$ cat config.mk
export PLATFORM = sky130hd
export DESIGN_NAME = teq_cell
export DESIGN_NICKNAME = d
export VERILOG_FILES = /design/src/rtl/core/teq_pkg.sv /design/src/rtl/core/teq_cell.sv
export SDC_FILE = /design/constraint.sdc
export NUM_CORES = 1
export LEC_CHECK = 0
export ABC_AREA = 1
export ABC_CLOCK_PERIOD_IN_PS = 29700
export BUFFER_PORTS_ARGS = -buffer_cell sky130_fd_sc_hd__buf_2
export CORE_AREA = 2 2 371 373
export DETAILED_ROUTE_END_ITERATION = 10
export DIE_AREA = 0 0 373 375
export GPL_ROUTABILITY_DRIVEN = 0
export PLACE_DENSITY = 0.37
export SYNTH_ARGS = -nofsm -noshare
export SYNTH_HDL_FRONTEND = slang
export SYNTH_SLANG_ARGS = --single-unit
$ cat constraint.sdc
create_clock -name clk_i -period 29.7 [get_ports clk_i]
set_input_delay 4.455 -clock clk_i [delete_from_list [all_inputs] [get_ports clk_i]]
set_output_delay 4.455 -clock clk_i [all_outputs]
set_load 0.005 [all_outputs]
$ cat src/rtl/core/teq_pkg.sv
`timescale 1ns / 1ps
package teq_pkg;

  typedef enum logic [1:0] {
    OP_ADD    = 2'd0,
    OP_REMOVE = 2'd1,
    OP_TICK   = 2'd2,
    OP_CLEAR  = 2'd3
  } op_e;

  typedef enum logic [2:0] {
    KIND_FIRED   = 3'd0,
    KIND_ADDED   = 3'd1,
    KIND_DROPPED = 3'd2,
    KIND_REMOVED = 3'd3,
    KIND_NONE    = 3'd4
  } kind_e;

  typedef struct packed {
    logic [1:0]         op;
    logic [31:0]        time_value;
    logic [7:0]         delay_type;
    logic [15:0]        effect_type;
    logic [15:0]        target_handle;
    logic [7:0]         target_type;
    logic [7:0]         map_index;
    logic signed [15:0] pos_x;
    logic signed [15:0] pos_y;
    logic signed [31:0] value1;
    logic signed [31:0] value2;
    logic signed [31:0] value3;
  } in_item_t;

  typedef struct packed {
    logic [2:0]         kind;
    logic               last;
    logic [7:0]         fired_delay_type;
    logic [15:0]        fired_effect_type;
    logic [15:0]        fired_target_handle;
    logic [7:0]         fired_target_type;
    logic [7:0]         fired_map_index;
    logic signed [15:0] fired_pos_x;
    logic signed [15:0] fired_pos_y;
    logic signed [31:0] fired_value1;
    logic signed [31:0] fired_value2;
    logic signed [31:0] fired_value3;
  } out_item_t;

  // Stored event: trigger time plus carried fields
  typedef struct packed {
    logic [31:0] time_value;
    logic [7:0]  delay_type;
    logic [15:0] effect_type;
    logic [15:0] target_handle;
    logic [7:0]  target_type;
    logic [7:0]  map_index;
    logic [15:0] pos_x;
    logic [15:0] pos_y;
    logic [31:0] value1;
    logic [31:0] value2;
    logic [31:0] value3;
  } event_t;

  // Per-cycle command broadcast to every cell
  typedef struct packed {
    logic        insert;   // insert new event at its sorted place
    logic        shift;    // every cell takes the event of its right neighbor
    logic        remove;   // drop matching cells, compact one step a cycle
    logic        clear;    // invalidate all
    logic [31:0] time_value;
    logic [15:0] effect_type;
    logic [15:0] target_handle;
    logic [7:0]  target_type;
  } cell_cmd_t;

endpackage

$ cat src/rtl/core/teq_cell.sv
`timescale 1ns / 1ps
module teq_cell (
  input  logic              clk_i,
  input  logic              rst_ni,
  input  teq_pkg::cell_cmd_t cmd_i,
  input  teq_pkg::event_t   new_ev_i,
  // left neighbor (lower index)
  input  logic              left_valid_i,
  input  logic              left_place_i,
  input  teq_pkg::event_t   left_ev_i,
  // right neighbor (higher index)
  input  logic              right_valid_i,
  input  teq_pkg::event_t   right_ev_i,
  output logic              valid_o,
  output logic              place_o,
  output logic              hole_o,
  output teq_pkg::event_t   ev_o
);
  import teq_pkg::*;

  logic   valid_q, valid_d;
  event_t ev_q, ev_d;
  logic   later, hit;

  // place_o: new event goes at or left of this cell
  assign later   = !valid_q || (ev_q.time_value > cmd_i.time_value);
  assign place_o = later;
  assign hit = valid_q && ev_q.target_handle == cmd_i.target_handle &&
               ev_q.target_type == cmd_i.target_type &&
               (cmd_i.effect_type == '0 || ev_q.effect_type == cmd_i.effect_type);
  // hole_o: this cell must be refilled from the right
  assign hole_o = hit;

  always_comb begin
    valid_d = valid_q;
    ev_d    = ev_q;
    if (cmd_i.clear) begin
      valid_d = 1'b0;
    end else if (cmd_i.insert) begin
      if (later && !left_place_i) begin
        valid_d = 1'b1;
        ev_d    = new_ev_i;
      end else if (later) begin
        valid_d = left_valid_i;
        ev_d    = left_ev_i;
      end
    end else if (cmd_i.shift) begin
      valid_d = right_valid_i;
      ev_d    = right_ev_i;
    end else if (cmd_i.remove) begin
      // pull from the right when this cell or any left of it is a hit
      if (left_place_i || hit) begin
        valid_d = right_valid_i;
        ev_d    = right_ev_i;
      end
    end
  end

  always_ff @(posedge clk_i or negedge rst_ni) begin
    if (!rst_ni) begin
      valid_q <= 1'b0;
    end else begin
      valid_q <= valid_d;
    end
  end

  always_ff @(posedge clk_i) begin
    ev_q <= ev_d;
  end

  assign valid_o = valid_q;
  assign ev_o    = ev_q;

endmodule

Word level (Yosys, flattened, before mapping)

Cells that the tools add are included.

Register bits after elaboration: 217
Input port bits: 729
Word-level logic and storage cells: 48

$lt $le $gt $ge: 1
Equality and inequality tests: 5
Muxes and demuxes: 13
Bitwise logic cells: 1
Reduce and logical (&&, ||, !) cells: 16

Operators by type and width:

| cell                 | count |
|---|---|
| $mux W216            | 6 |
| $eq A16 B16 Y1       | 2 |
| $gt A32 B32 Y1       | 1 |
| $logic_not A16 Y1    | 1 |
| $eq A8 B8 Y1         | 1 |
| $reduce_bool A4 Y1   | 2 |
| $mux W1              | 7 |
| $reduce_bool A3 Y1   | 2 |
| $logic_and A1 B1 Y1  | 4 |
| $ne A4 B2 Y1 const B | 1 |
| $reduce_and A4 Y1    | 1 |
| $logic_or A1 B1 Y1   | 3 |
| $ne A3 B1 Y1 const B | 1 |
| $reduce_and A3 Y1    | 1 |
| $logic_not A1 Y1     | 2 |
| $not A1 Y1           | 1 |

Depth between registers and ports, before layout

Gate-level depths: netlist (run 1).

Depth in word-level cells: 10
Mapped depth: 22

Worst setup path before layout (run 1)

OpenSTA, ideal clock, no wires.

Path kind: input port to flip-flop
Start: input port cmd_i[51] in the netlist's numbering
End: register ev_q, in the netlist ev_o[0], enable pin
Library setup time: 0.798 ns
Data arrival time: 14.451 ns
Data required time: 28.902 ns
Path slack: 14.451 ns
Stages on the path: 14
Path buffers: 0
Cells stage by stage: inv_1 ha_1 nand2_1 inv_2 nand3_1 nor3_2 nand2_1 nand2_1 nand2_1 nand2_1 nand2_2 nand3_1 nand2_1 nor2_1

Cells in the longest elaborated chain, start to end: 5

Ends and longest elaborated chain:

| what                            | RTL line       | RTL |
|---|---|---|
| from (decl)                     | teq_cell.sv:5  | `input teq_pkg::cell_cmd_t cmd_i,` |
| $gt A32 B32 Y1 (*)              | teq_cell.sv:26 | `assign later = !valid_q \|\| (ev_q.time_value > cmd_i.time_value);` |
| $logic_or A1 B1 Y1 (*)          | teq_cell.sv:26 |  |
| $logic_and A1 B1 Y1             | teq_cell.sv:40 | `if (later && !left_place_i) begin` |
| $ne A3 B1 Y1 (no line) (*)      | -              |  |
| $reduce_and A4 Y1 (no line) (*) | -              |  |
| to (signal assigned)            | teq_cell.sv:68 | `ev_q <= ev_d;` |
| to (decl)                       | teq_cell.sv:22 | `event_t ev_q, ev_d;` |

Every way passes the cells marked *; elsewhere a longest branch is shown, timed or not.
A chain may end at the register's enable or synchronous reset.

Worst setup path after layout (run 1)

Start: input port cmd_i[69] in the netlist's numbering
End: output port place_o

Cells in the longest elaborated chain, start to end: 2

Ends and longest elaborated chain:

| what               | RTL line       | RTL |
|---|---|---|
| $gt A32 B32 Y1     | teq_cell.sv:26 |  |
| $logic_or A1 B1 Y1 | teq_cell.sv:26 |  |
| to (decl)          | teq_cell.sv:15 | `output logic place_o,` |

No other way between the ends.

==> results of run 1 <==
metrics by stage:
stage	cell area, um^2	cells	utilization (%)	worst slack, ns
after CTS	22200	4717	16.3	18.63
after floorplan	14700	2016	-	14.45
final	22200	4726	16.3	18.71
after global placement	21200	4658	15.5	18.65
after detailed placement	21200	4658	15.5	18.63
after global routing	22200	4721	16.3	18.55
critical path, cell delays in order:
cell     delay (ns)
buf_2          0.09
inv_1          0.05
ha_1           0.29
nand2_1        0.06
nor2_1         0.15
nand2_1        0.16
nor2_1         0.36
nand4_1        0.16
nand2_2        0.16
nand2_8        0.27
buf_2          0.27
metal layers:
layer	vias up	track usage [%]	routed length, um
met4	8	3.61	2390
met3	92	3.10	5870
met2	618	20.3	41900
met1	7529	14.0	35300
li1	8145	-	-
met5	-	0	47
power breakdown:
part	switching, W	total, W	internal (W)	leakage (nW)
clock network	0.000163	0.000397	0.000234	0.506
logic	0.000157	0.000251	0.0000942	9.16
registers	0.0000136	0.000387	0.000374	2.11
total	0.000333	0.00104	0.000702	11.8
registers in the layout, indices dropped and copies added, names as in the netlist:
signal / flops
ev_o: 216
valid_o: 1
layout by cell type, fill, tap and decap left out, drive strengths merged:
cell and instances:
a21o 1, a21oi 14, buf 967, bufinv 3, clkbuf 39, clkinv 17
dfrtp 1, diode 9, edfxtp 216, ha 32, inv 112, nand2 1232
nand3 222, nand4 4, nor2 47, nor3 1, nor4 2, o21a 1
o21ai 3, o21bai 1, or2 3, xnor2 3, xor2 2
layout make-up:
class | instances | area (um^2)
Antenna cell | 9 | 22.5
Tap cell | 1794 | 2240
Clock buffer | 39 | 870
Clock inverter | 20 | 170
Sequential cell | 217 | 6510
Inverter | 112 | 435
Multi-Input combinational cell | 1568 | 7070
Timing Repair Buffer | 967 | 4910
Fill cell | 15900 | 114000
cells by family after synthesis:
logic type      Yosys count  synth area share [%]
fa+ha+maj                32                  2.72
xor+xnor                  5                 0.297
flops                   217                  44.2
compound gates           20                 0.730
simple gates           1511                  44.1
buf+inv                 231                  7.99
final timing paths:
check | startpoint | endpoint | depth (start not counted)
worst min-delay path | valid_o | valid_o | 2
worst max-delay path | cmd_i[69] | place_o | 11
min in group asynchronous | rst_ni | valid_o | 1
worst max register to register | valid_o | ev_o[166] | 15
worst min register to register | valid_o | valid_o | 2
max in group asynchronous | rst_ni | valid_o | 1
==> impl_metrics.csv, run 1 <==
group,metric,value,unit
cts,cts-root-buf,"clkbuf_16",
detailed_routing,drt-vias-per-instance,3.47,
timing,setup-tns-final,0,ns
synthesis,synth_top_area_share,44.0,%
cts,cts_buffers,34,
die,design.die.area,140000,um^2
setup_path,critical_path_class,"in2out",
cts,clock_path_buffers,3,
placed_design,hpwl,68500,um
global_routing,gr_overflow_total,0,
detailed_routing,routed_wl,85600,um
die,initial_core_util,10.8,%
synthesis,asyncSetResetFlopFracSynth,0.461,%
setup_path,setup.worst_path.end_class,"output pin",
run_status,status,"finished, final reports clean",
timing,worst-slew-pin-transition,0.972,ns
setup_path,critPathRequiredTime,25.24,ns
layout,layout-drive-gt1-share,38.3,%
synthesis,post_synthesis_instance_area,14700,um^2
synthesis,synthesis.yosys.warnings,0,
global_routing,antenna_found_initial,16,
timing,period_utilization,37.0,%
power_and_ir_drop,static-leakage-power,11.8,nW
cts,insertion_delay,0.56,ns
synthesis,synth_cells,2016,
timing,timing.fmax,91.0,MHz
synthesis,synth_seq_area_share,44.2,%
power_and_ir_drop,power.ir.vdd_worst,27.5,uV
setup_path,worstSetupStartpointType,"input port",
global_routing,grt_pass1_vias,16400,
cts,tritoncts,"done",
layout,area_growth_syn_to_layout,50.9,%
detailed_routing,vias,16400,
timing,finalHoldViolations,0,
synthesis,ys_dominant_reg_cell,"edfxtp_1",
die,core.rowCount,136,
worst_hold_path,timing.hold.worst.class,"reg2reg",
cts,ctsHtreeMaxLevel,2,
global_routing,grt_max_degree,126,
detailed_routing,routed_wire_length_per_instance,18.1,um
flow_run,cap_viol_max_count,0,
die,pin_count,948,
synthesis,ys_types,28,
timing,hold_slack,1.11,ns
synthesis,post_synth_main_area_contributors,"edfxtp_1 44%, nand2_1 31%, nand3_2 6.8%",
setup_path,critPathArrivalTime,6.53,ns
setup_path,worstPathMaxFanout,49,
timing,finalClockSkew,0.0144,ns
synthesis,post-synth-top-count-cell,"nand2_1",
synthesis,yosys_register_bits,217,
layout,nets,3661,
power_and_ir_drop,powerDensity,46.6,nW/um^2
detailed_routing,detailedRoute.firstPassIterationCount,5,
timing,final_setup_violation_count,0,
detailed_routing,post-route-drc-count,0,
timing,worst_slew_margin_rel,35.2,%
setup_path,setup.reg_to_reg.worst_slack,24.67,ns
cts,clock_sinks,217,
cts,post-cts-setup-buffer-count,0,
cts,ctsResizeCount,0,
detailed_routing,detail-route-antenna-nets,0,
timing,final.min_clock_period,10.99,ns
timing,rsz_0062_raised_after_global_routing,"no",
detailed_routing,number_of_drc_violations_after_detailed_routing_iteration_0,805,
placed_design,buffer_ports.inserted,947,
die,dieHeight,375,um
cts,path_clk_slew,0.06,ns
synthesis,mappedNetlistNets,2777,
cts,cts_hold_fix_bufs,0,
synthesis,synth_enable_flop_cells,216,
timing,drv_slew,0,
global_routing,track_usage,11.7,%
die,placeableCoreArea,136000,um^2
die,dieWidth,373,um
synthesis,library_cell_occupying_the_most_area_in_the_post_synthesis_netlist,"edfxtp_1",
synthesis,syn_avg_cell_area,7.31,um^2
power_and_ir_drop,post-layout-total-power,0.00104,W
global_routing,wire_length_of_the_first_global_routing_pass,119000,um
synthesis,most_frequent_cells_after_synthesis,"1229 x nand2_1, 216 x edfxtp_1, 122 x nand3_1",
Note: power is estimated with default switching activity, not from simulation.
==> inputs of run 2 (changes only) <==
Settings changed: ABC_CLOCK_PERIOD_IN_PS 29700 to 11000.
Clock period 29.7 ns to 11 ns, I/O delays scaled along.
==> run 2 against run 1 <==
Wire length rose by 0.80%. Cell area about the same. Hold slack worse by 0.26 ns. Core utilization hardly changed. Power increased to 2.7 times the previous value. Clock skew rose by 0.012 ns. Highest routed layer unchanged.
==> impl_metrics.csv, run 2 (synthesis results as in run 1) <==
group,metric,value,unit
layout,final_common_cell,"nand2_1",
cts,cts_buffers,34,
setup_path,critPathRequiredTime,9.35,ns
timing,worst_slew_margin_rel,29.2,%
setup_path,worst_r2r_path_depth,15,
detailed_routing,post-route-drc-count,0,
global_routing,gr_overflow_total,0,
global_routing,globalRouteMet3Util,3.64,%
power_and_ir_drop,static-leakage-power,11.8,nW
global_routing,grt-busiest-layer,"met2",
placed_design,buffer_ports.inserted,947,
layout,largest_register_ff_count,216,
detailed_routing,vias,16400,
cts,ctsResizeCount,0,
layout,area_growth_syn_to_layout,50.9,%
die,dieWidth,373,um
setup_path,rr_endpoint,"ev_o[88]",
setup_path,worstSetupStartpointType,"input port",
layout,layout-drive-gt1-share,38.4,%
die,dieHeight,375,um
timing,period_utilization,49.4,%
global_routing,grt_max_degree,110,
detailed_routing,number_of_drc_violations_after_detailed_routing_iteration_0,967,
setup_path,critPathArrivalTime,3.78,ns
detailed_routing,detailedRoute.firstPassIterationCount,7,
timing,worst-slew-pin-transition,1.06,ns
timing,final.min_clock_period,5.43,ns
timing,drv_slew,0,
global_routing,grt_pass1_vias,16100,
global_routing,track_usage,11.7,%
cts,post-cts-setup-buffer-count,0,
setup_path,setup.reg_to_reg.worst_slack,6.56,ns
timing,rsz_0062_raised_after_global_routing,"no",
setup_path,worstPathMaxFanout,52,
timing,timing.fmax,184,MHz
flow_run,cap_viol_max_count,0,
cts,insertion_delay,0.56,ns
setup_path,regToRegStartpoint,"ev_o[215]",
cts,tritoncts,"done",
timing,hold_slack,0.859,ns
die,core.rowCount,136,
timing,final_setup_violation_count,0,
global_routing,global_route.usage.met2,19.2,%
cts,clock_path_buffers,3,
cts,path_clk_slew,0.05,ns
timing,finalClockSkew,0.0260,ns
cts,ctsHtreeMaxLevel,2,
detailed_routing,routed_wire_length_per_instance,18.3,um
die,pin_count,948,
timing,finalHoldViolations,0,
global_routing,wire_length_of_the_first_global_routing_pass,119000,um
die,placeableCoreArea,136000,um^2
cts,cts_hold_fix_bufs,0,
placed_design,hpwl,67600,um
power_and_ir_drop,power.ir.vdd_worst,78.0,uV
cts,clock_sinks,217,
die,initial_core_util,10.8,%
setup_path,critical_path_class,"in2out",
detailed_routing,detail-route-antenna-nets,0,
cts,cts-root-buf,"clkbuf_16",
global_routing,use_met1,14.7,%
setup_path,setup.worst_path.end_class,"output pin",
worst_hold_path,timing.hold.worst.class,"in2async",
detailed_routing,drt-vias-per-instance,3.49,
detailed_routing,routed_wl,86200,um
die,design.die.area,140000,um^2
power_and_ir_drop,powerDensity,127,nW/um^2
run_status,status,"finished, final reports clean",
timing,setup-tns-final,0,ns
layout,highest_count_cells_in_the_layout_ignoring_fill_and_taps,"1229 x nand2_1, 946 x buf_2, 216 x edfxtp_1",
global_routing,antenna_found_initial,25,
layout,nets,3656,
[run 2: cell types whose count changed in the layout (fill, tap and decap cells not counted), sizes merged]
| cell | previous run | this run |
|---|---|---|
| bufinv | 3 | 2 |
| clkbuf | 39 | 48 |
| buf | 967 | 961 |
| inv | 112 | 113 |
| clkinv | 17 | 5 |
| diode | 9 | 6 |
| clkinvlp | 0 | 1 |
[run 2: critical path, stage by stage]
cell and delay, ns:
buf_2 0.11, inv_1 0.05, ha_1 0.28, nand2_1 0.10, nor2_1 0.15, nand4_1 0.17, nor2_1 0.32, nand4_1 0.16
nand2_2 0.16, nand2_8 0.24, buf_2 0.30
[run 2: metal layers]
layer / routed length (um) / up-vias / part of all wire, %
met3: 7020 / 107 / 8.1
li1: - / 8120 / -
met4: 2540 / 8 / 2.9
met2: 40000 / 726 / 46
met1: 36700 / 7484 / 43
met5: 39 / - / 0.045
[run 2: final cells by class]
class | count | area (um^2)
Clock buffer | 47 | 961
Timing Repair Buffer | 962 | 4900
Inverter | 112 | 435
Fill cell | 15800 | 114000
Clock inverter | 9 | 98.8
Multi-Input combinational cell | 1568 | 7070
Tap cell | 1794 | 2240
Sequential cell | 217 | 6510
Antenna cell | 6 | 15.0
[run 2: worst max-delay path by stage]
stage | slack, ns | end | cells past startpoint | start
after floorplan | 2.26 | ev_o[0] | 14 | cmd_i[51]
after global placement | 5.11 | ev_o[117] | 17 | cmd_i[63]
after detailed placement | 5.10 | ev_o[155] | 17 | cmd_i[63]
after CTS | 5.46 | place_o | 11 | cmd_i[63]
after global routing | 5.40 | place_o | 11 | cmd_i[63]
final | 5.57 | place_o | 11 | cmd_i[63]
[run 2: stage by stage]
| stage | util [%] | power (W) | std cells | cell area, um^2 | setup slack, ns |
|---|---|---|---|---|---|
| 2_1_floorplan | - | 0.00140 | 2016 | 14700 | 2.26 |
| 3_3_place_gp | 15.5 | 0.00175 | 4653 | 21200 | 5.11 |
| 3_5_place_dp | 15.5 | 0.00175 | 4653 | 21200 | 5.10 |
| 4_1_cts | 16.3 | 0.00289 | 4709 | 22200 | 5.46 |
| 5_1_grt | 16.3 | 0.00299 | 4713 | 22200 | 5.40 |
| 6_report | 16.3 | 0.00282 | 4715 | 22200 | 5.57 |
[run 2: power by group]
part           internal (W)  switching, W
clock              0.000653      0.000454
combinational      0.000255      0.000417
sequential          0.00101     0.0000378
==> inputs of run 3 (changes only) <==
Settings changed: ABC_CLOCK_PERIOD_IN_PS 11000 to 4700, CORE_AREA 2 2 371 373 to 2 2 365 367, DIE_AREA 0 0 373 375 to 0 0 367 369, PLACE_DENSITY 0.37 to 0.39.
Clock period 11 ns to 4.7 ns, I/O delays scaled along.
==> run 3 against run 2 <==
Critical path depth up 2. Largest cell class unchanged. Cell area up 1.7%. Critical path type is now reg2out. Power up 130%.
==> impl_metrics.csv, run 3 (synthesis results as in run 1) <==
group,metric,value,unit
cts,path_clk_slew,0.06,ns
layout,regArea,6510,um^2
placed_design,dp_worst_setup_slack,0.611,ns
detailed_routing,routed_wire_length_per_instance,19.1,um
setup_path,setup.worst_path.end_class,"output pin",
detailed_routing,routed_wl,90000,um
timing,worst-slew-pin-transition,0.960,ns
setup_path,critPathRequiredTime,3.99,ns
timing,drv_slew,0,
layout,highest_count_cells_in_the_layout_ignoring_fill_and_taps,"1226 x nand2_1, 946 x buf_2, 216 x edfxtp_1",
layout,multiInputGateArea,7130,um^2
cts,clock_sinks,217,
global_routing,antenna_found_initial,24,
global_routing,grt_max_degree,117,
detailed_routing,detailedRoute.firstPassIterationCount,5,
power_and_ir_drop,static-leakage-power,12.0,nW
timing,worst_slew_margin_rel,36.0,%
detailed_routing,maxUsedRoutingLayer,"met5",
timing,period_utilization,84.6,%
placed_design,hpwl,73400,um
layout,layout.filler_cells,15400,
layout,final_common_cell,"nand2_1",
power_and_ir_drop,powerDensity,291,nW/um^2
cts,cts-root-buf,"clkbuf_16",
layout,largest_register_ff_count,216,
cts,cts_buffers,34,
detailed_routing,vias,16700,
worst_hold_path,holdPathStages,3,
timing,timing.fmax,252,MHz
layout,nets,3690,
setup_path,worstSetupStartpointType,"flop",
worst_hold_path,timing.hold.worst.class,"in2reg",
flow_run,cap_viol_max_count,0,
timing,setup-tns-final,0,ns
timing,final_setup_violation_count,0,
die,initial_core_util,11.2,%
global_routing,grt_pass1_vias,16900,
die,dieWidth,367,um
detailed_routing,wl_met3,7120,um
timing,finalClockSkew,0.0153,ns
placed_design,buffer_ports.inserted,947,
timing,finalHoldViolations,0,
timing,final.min_clock_period,3.97,ns
cts,clock_path_buffers,3,
detailed_routing,number_of_drc_violations_after_detailed_routing_iteration_0,1187,
detailed_routing,post-route-drc-count,0,
detailed_routing,detail-route-antenna-nets,0,
timing,rsz_0062_raised_after_global_routing,"no",
setup_path,worst_r2r_path_depth,17,
global_routing,wire_length_of_the_first_global_routing_pass,123000,um
die,design.die.area,135000,um^2
detailed_routing,dr_wl_met2,42800,um
detailed_routing,wl_on_met1,37700,um
global_routing,gr_overflow_total,0,
timing,final.setup.worst_slack,0.726,ns
cts,insertion_delay,0.56,ns
layout,finalCoreUtilization,17.2,%
cts,ctsHtreeMaxLevel,2,
die,core.rowCount,133,
die,pin_count,948,
layout,area_growth_syn_to_layout,53.4,%
setup_path,critPathArrivalTime,3.27,ns
die,placeableCoreArea,131000,um^2
cts,tritoncts,"done",
timing,hold_slack,0.413,ns
detailed_routing,drt-vias-per-instance,3.53,
cts,ctsResizeCount,0,
layout,layout-drive-gt1-share,39.4,%
run_status,status,"finished, final reports clean",
die,dieHeight,369,um
setup_path,critical_path_class,"reg2out",
global_routing,track_usage,12.7,%
setup_path,worstPathMaxFanout,74,
power_and_ir_drop,power.ir.vdd_worst,215,uV
[run 3: cell count changes in the layout (fill, tap and decap cells not counted), sizes merged]
| cell | previous run | this run |
|---|---|---|
| buf | 961 | 994 |
| clkbuf | 48 | 43 |
| clkinv | 5 | 15 |
| clkinvlp | 1 | 0 |
| diode | 6 | 5 |
| dlygate4sd3 | 0 | 1 |
[run 3: layout make-up]
| cell class | instances | area share [%] |
|---|---|---|
| multi-input cells | 1568 | 31.5 |
| clock buffers | 42 | 3.99 |
| well taps | 1755 | 9.71 |
| repair buffers | 996 | 23.4 |
| inverters | 112 | 1.98 |
| flip-flops and latches | 217 | 28.8 |
| clock inverters | 18 | 0.587 |
| diodes | 5 | 0.0553 |
[run 3: per-stage QoR]
step | cell area [um^2] | cells | total power (W)
floorplan | 14800 | 2016 | 0.00327
global placement | 21600 | 4647 | 0.00418
detailed placement | 21600 | 4647 | 0.00417
CTS | 22600 | 4708 | 0.00677
global route | 22600 | 4712 | 0.00699
finish | 22600 | 4713 | 0.00659
[run 3: critical path, stage by stage (launching register included)]
cell and delay [ns]:
edfxtp_1 0.42, ha_1 0.32, nand2_1 0.07, nor2_1 0.47, nand2_1 0.11, nand2_1 0.09, nand2_1 0.05, nand2_1 0.12
nand2_1 0.07, nand2_1 0.07, nand2_2 0.10, nand2_8 0.24, buf_12 0.30, buf_2 0.19
[run 3: path summary, 6_finish.rpt]
check,startpoint,to,slack (ns)
worst min-delay path,right_ev_i[72],ev_o[72],0.41
worst max-delay path,ev_o[191],place_o,0.73
worst max register to register,ev_o[191],ev_o[98],1.20
worst min register to register,valid_o,valid_o,0.97
max in group asynchronous,rst_ni,valid_o,4.02
min in group asynchronous,rst_ni,valid_o,0.56
[run 3: timing repair]
| item | 4_1_cts | 5_1_grt |
|---|---|---|
| endpoints found under the hold margin | 1 | 0 |
| setup buffers | 0 | 0 |
| hold buffers | 1 | 0 |
[run 3: report_power, final]
group	switching, W	leakage (nW)	internal [W]
combinational	0.000992	9.35	0.000643
clock	0.00103	0.510	0.00146
sequential	0.000100	2.11	0.00236
total	0.00212	12.0	0.00447
[run 3: routing by layer]
metal | GRT usage (%) | vias up
met4 | 3.56 | 18
met5 | 0 | -
met3 | 3.71 | 112
li1 | - | 8191
met2 | 21.2 | 689
met1 | 15.7 | 7643
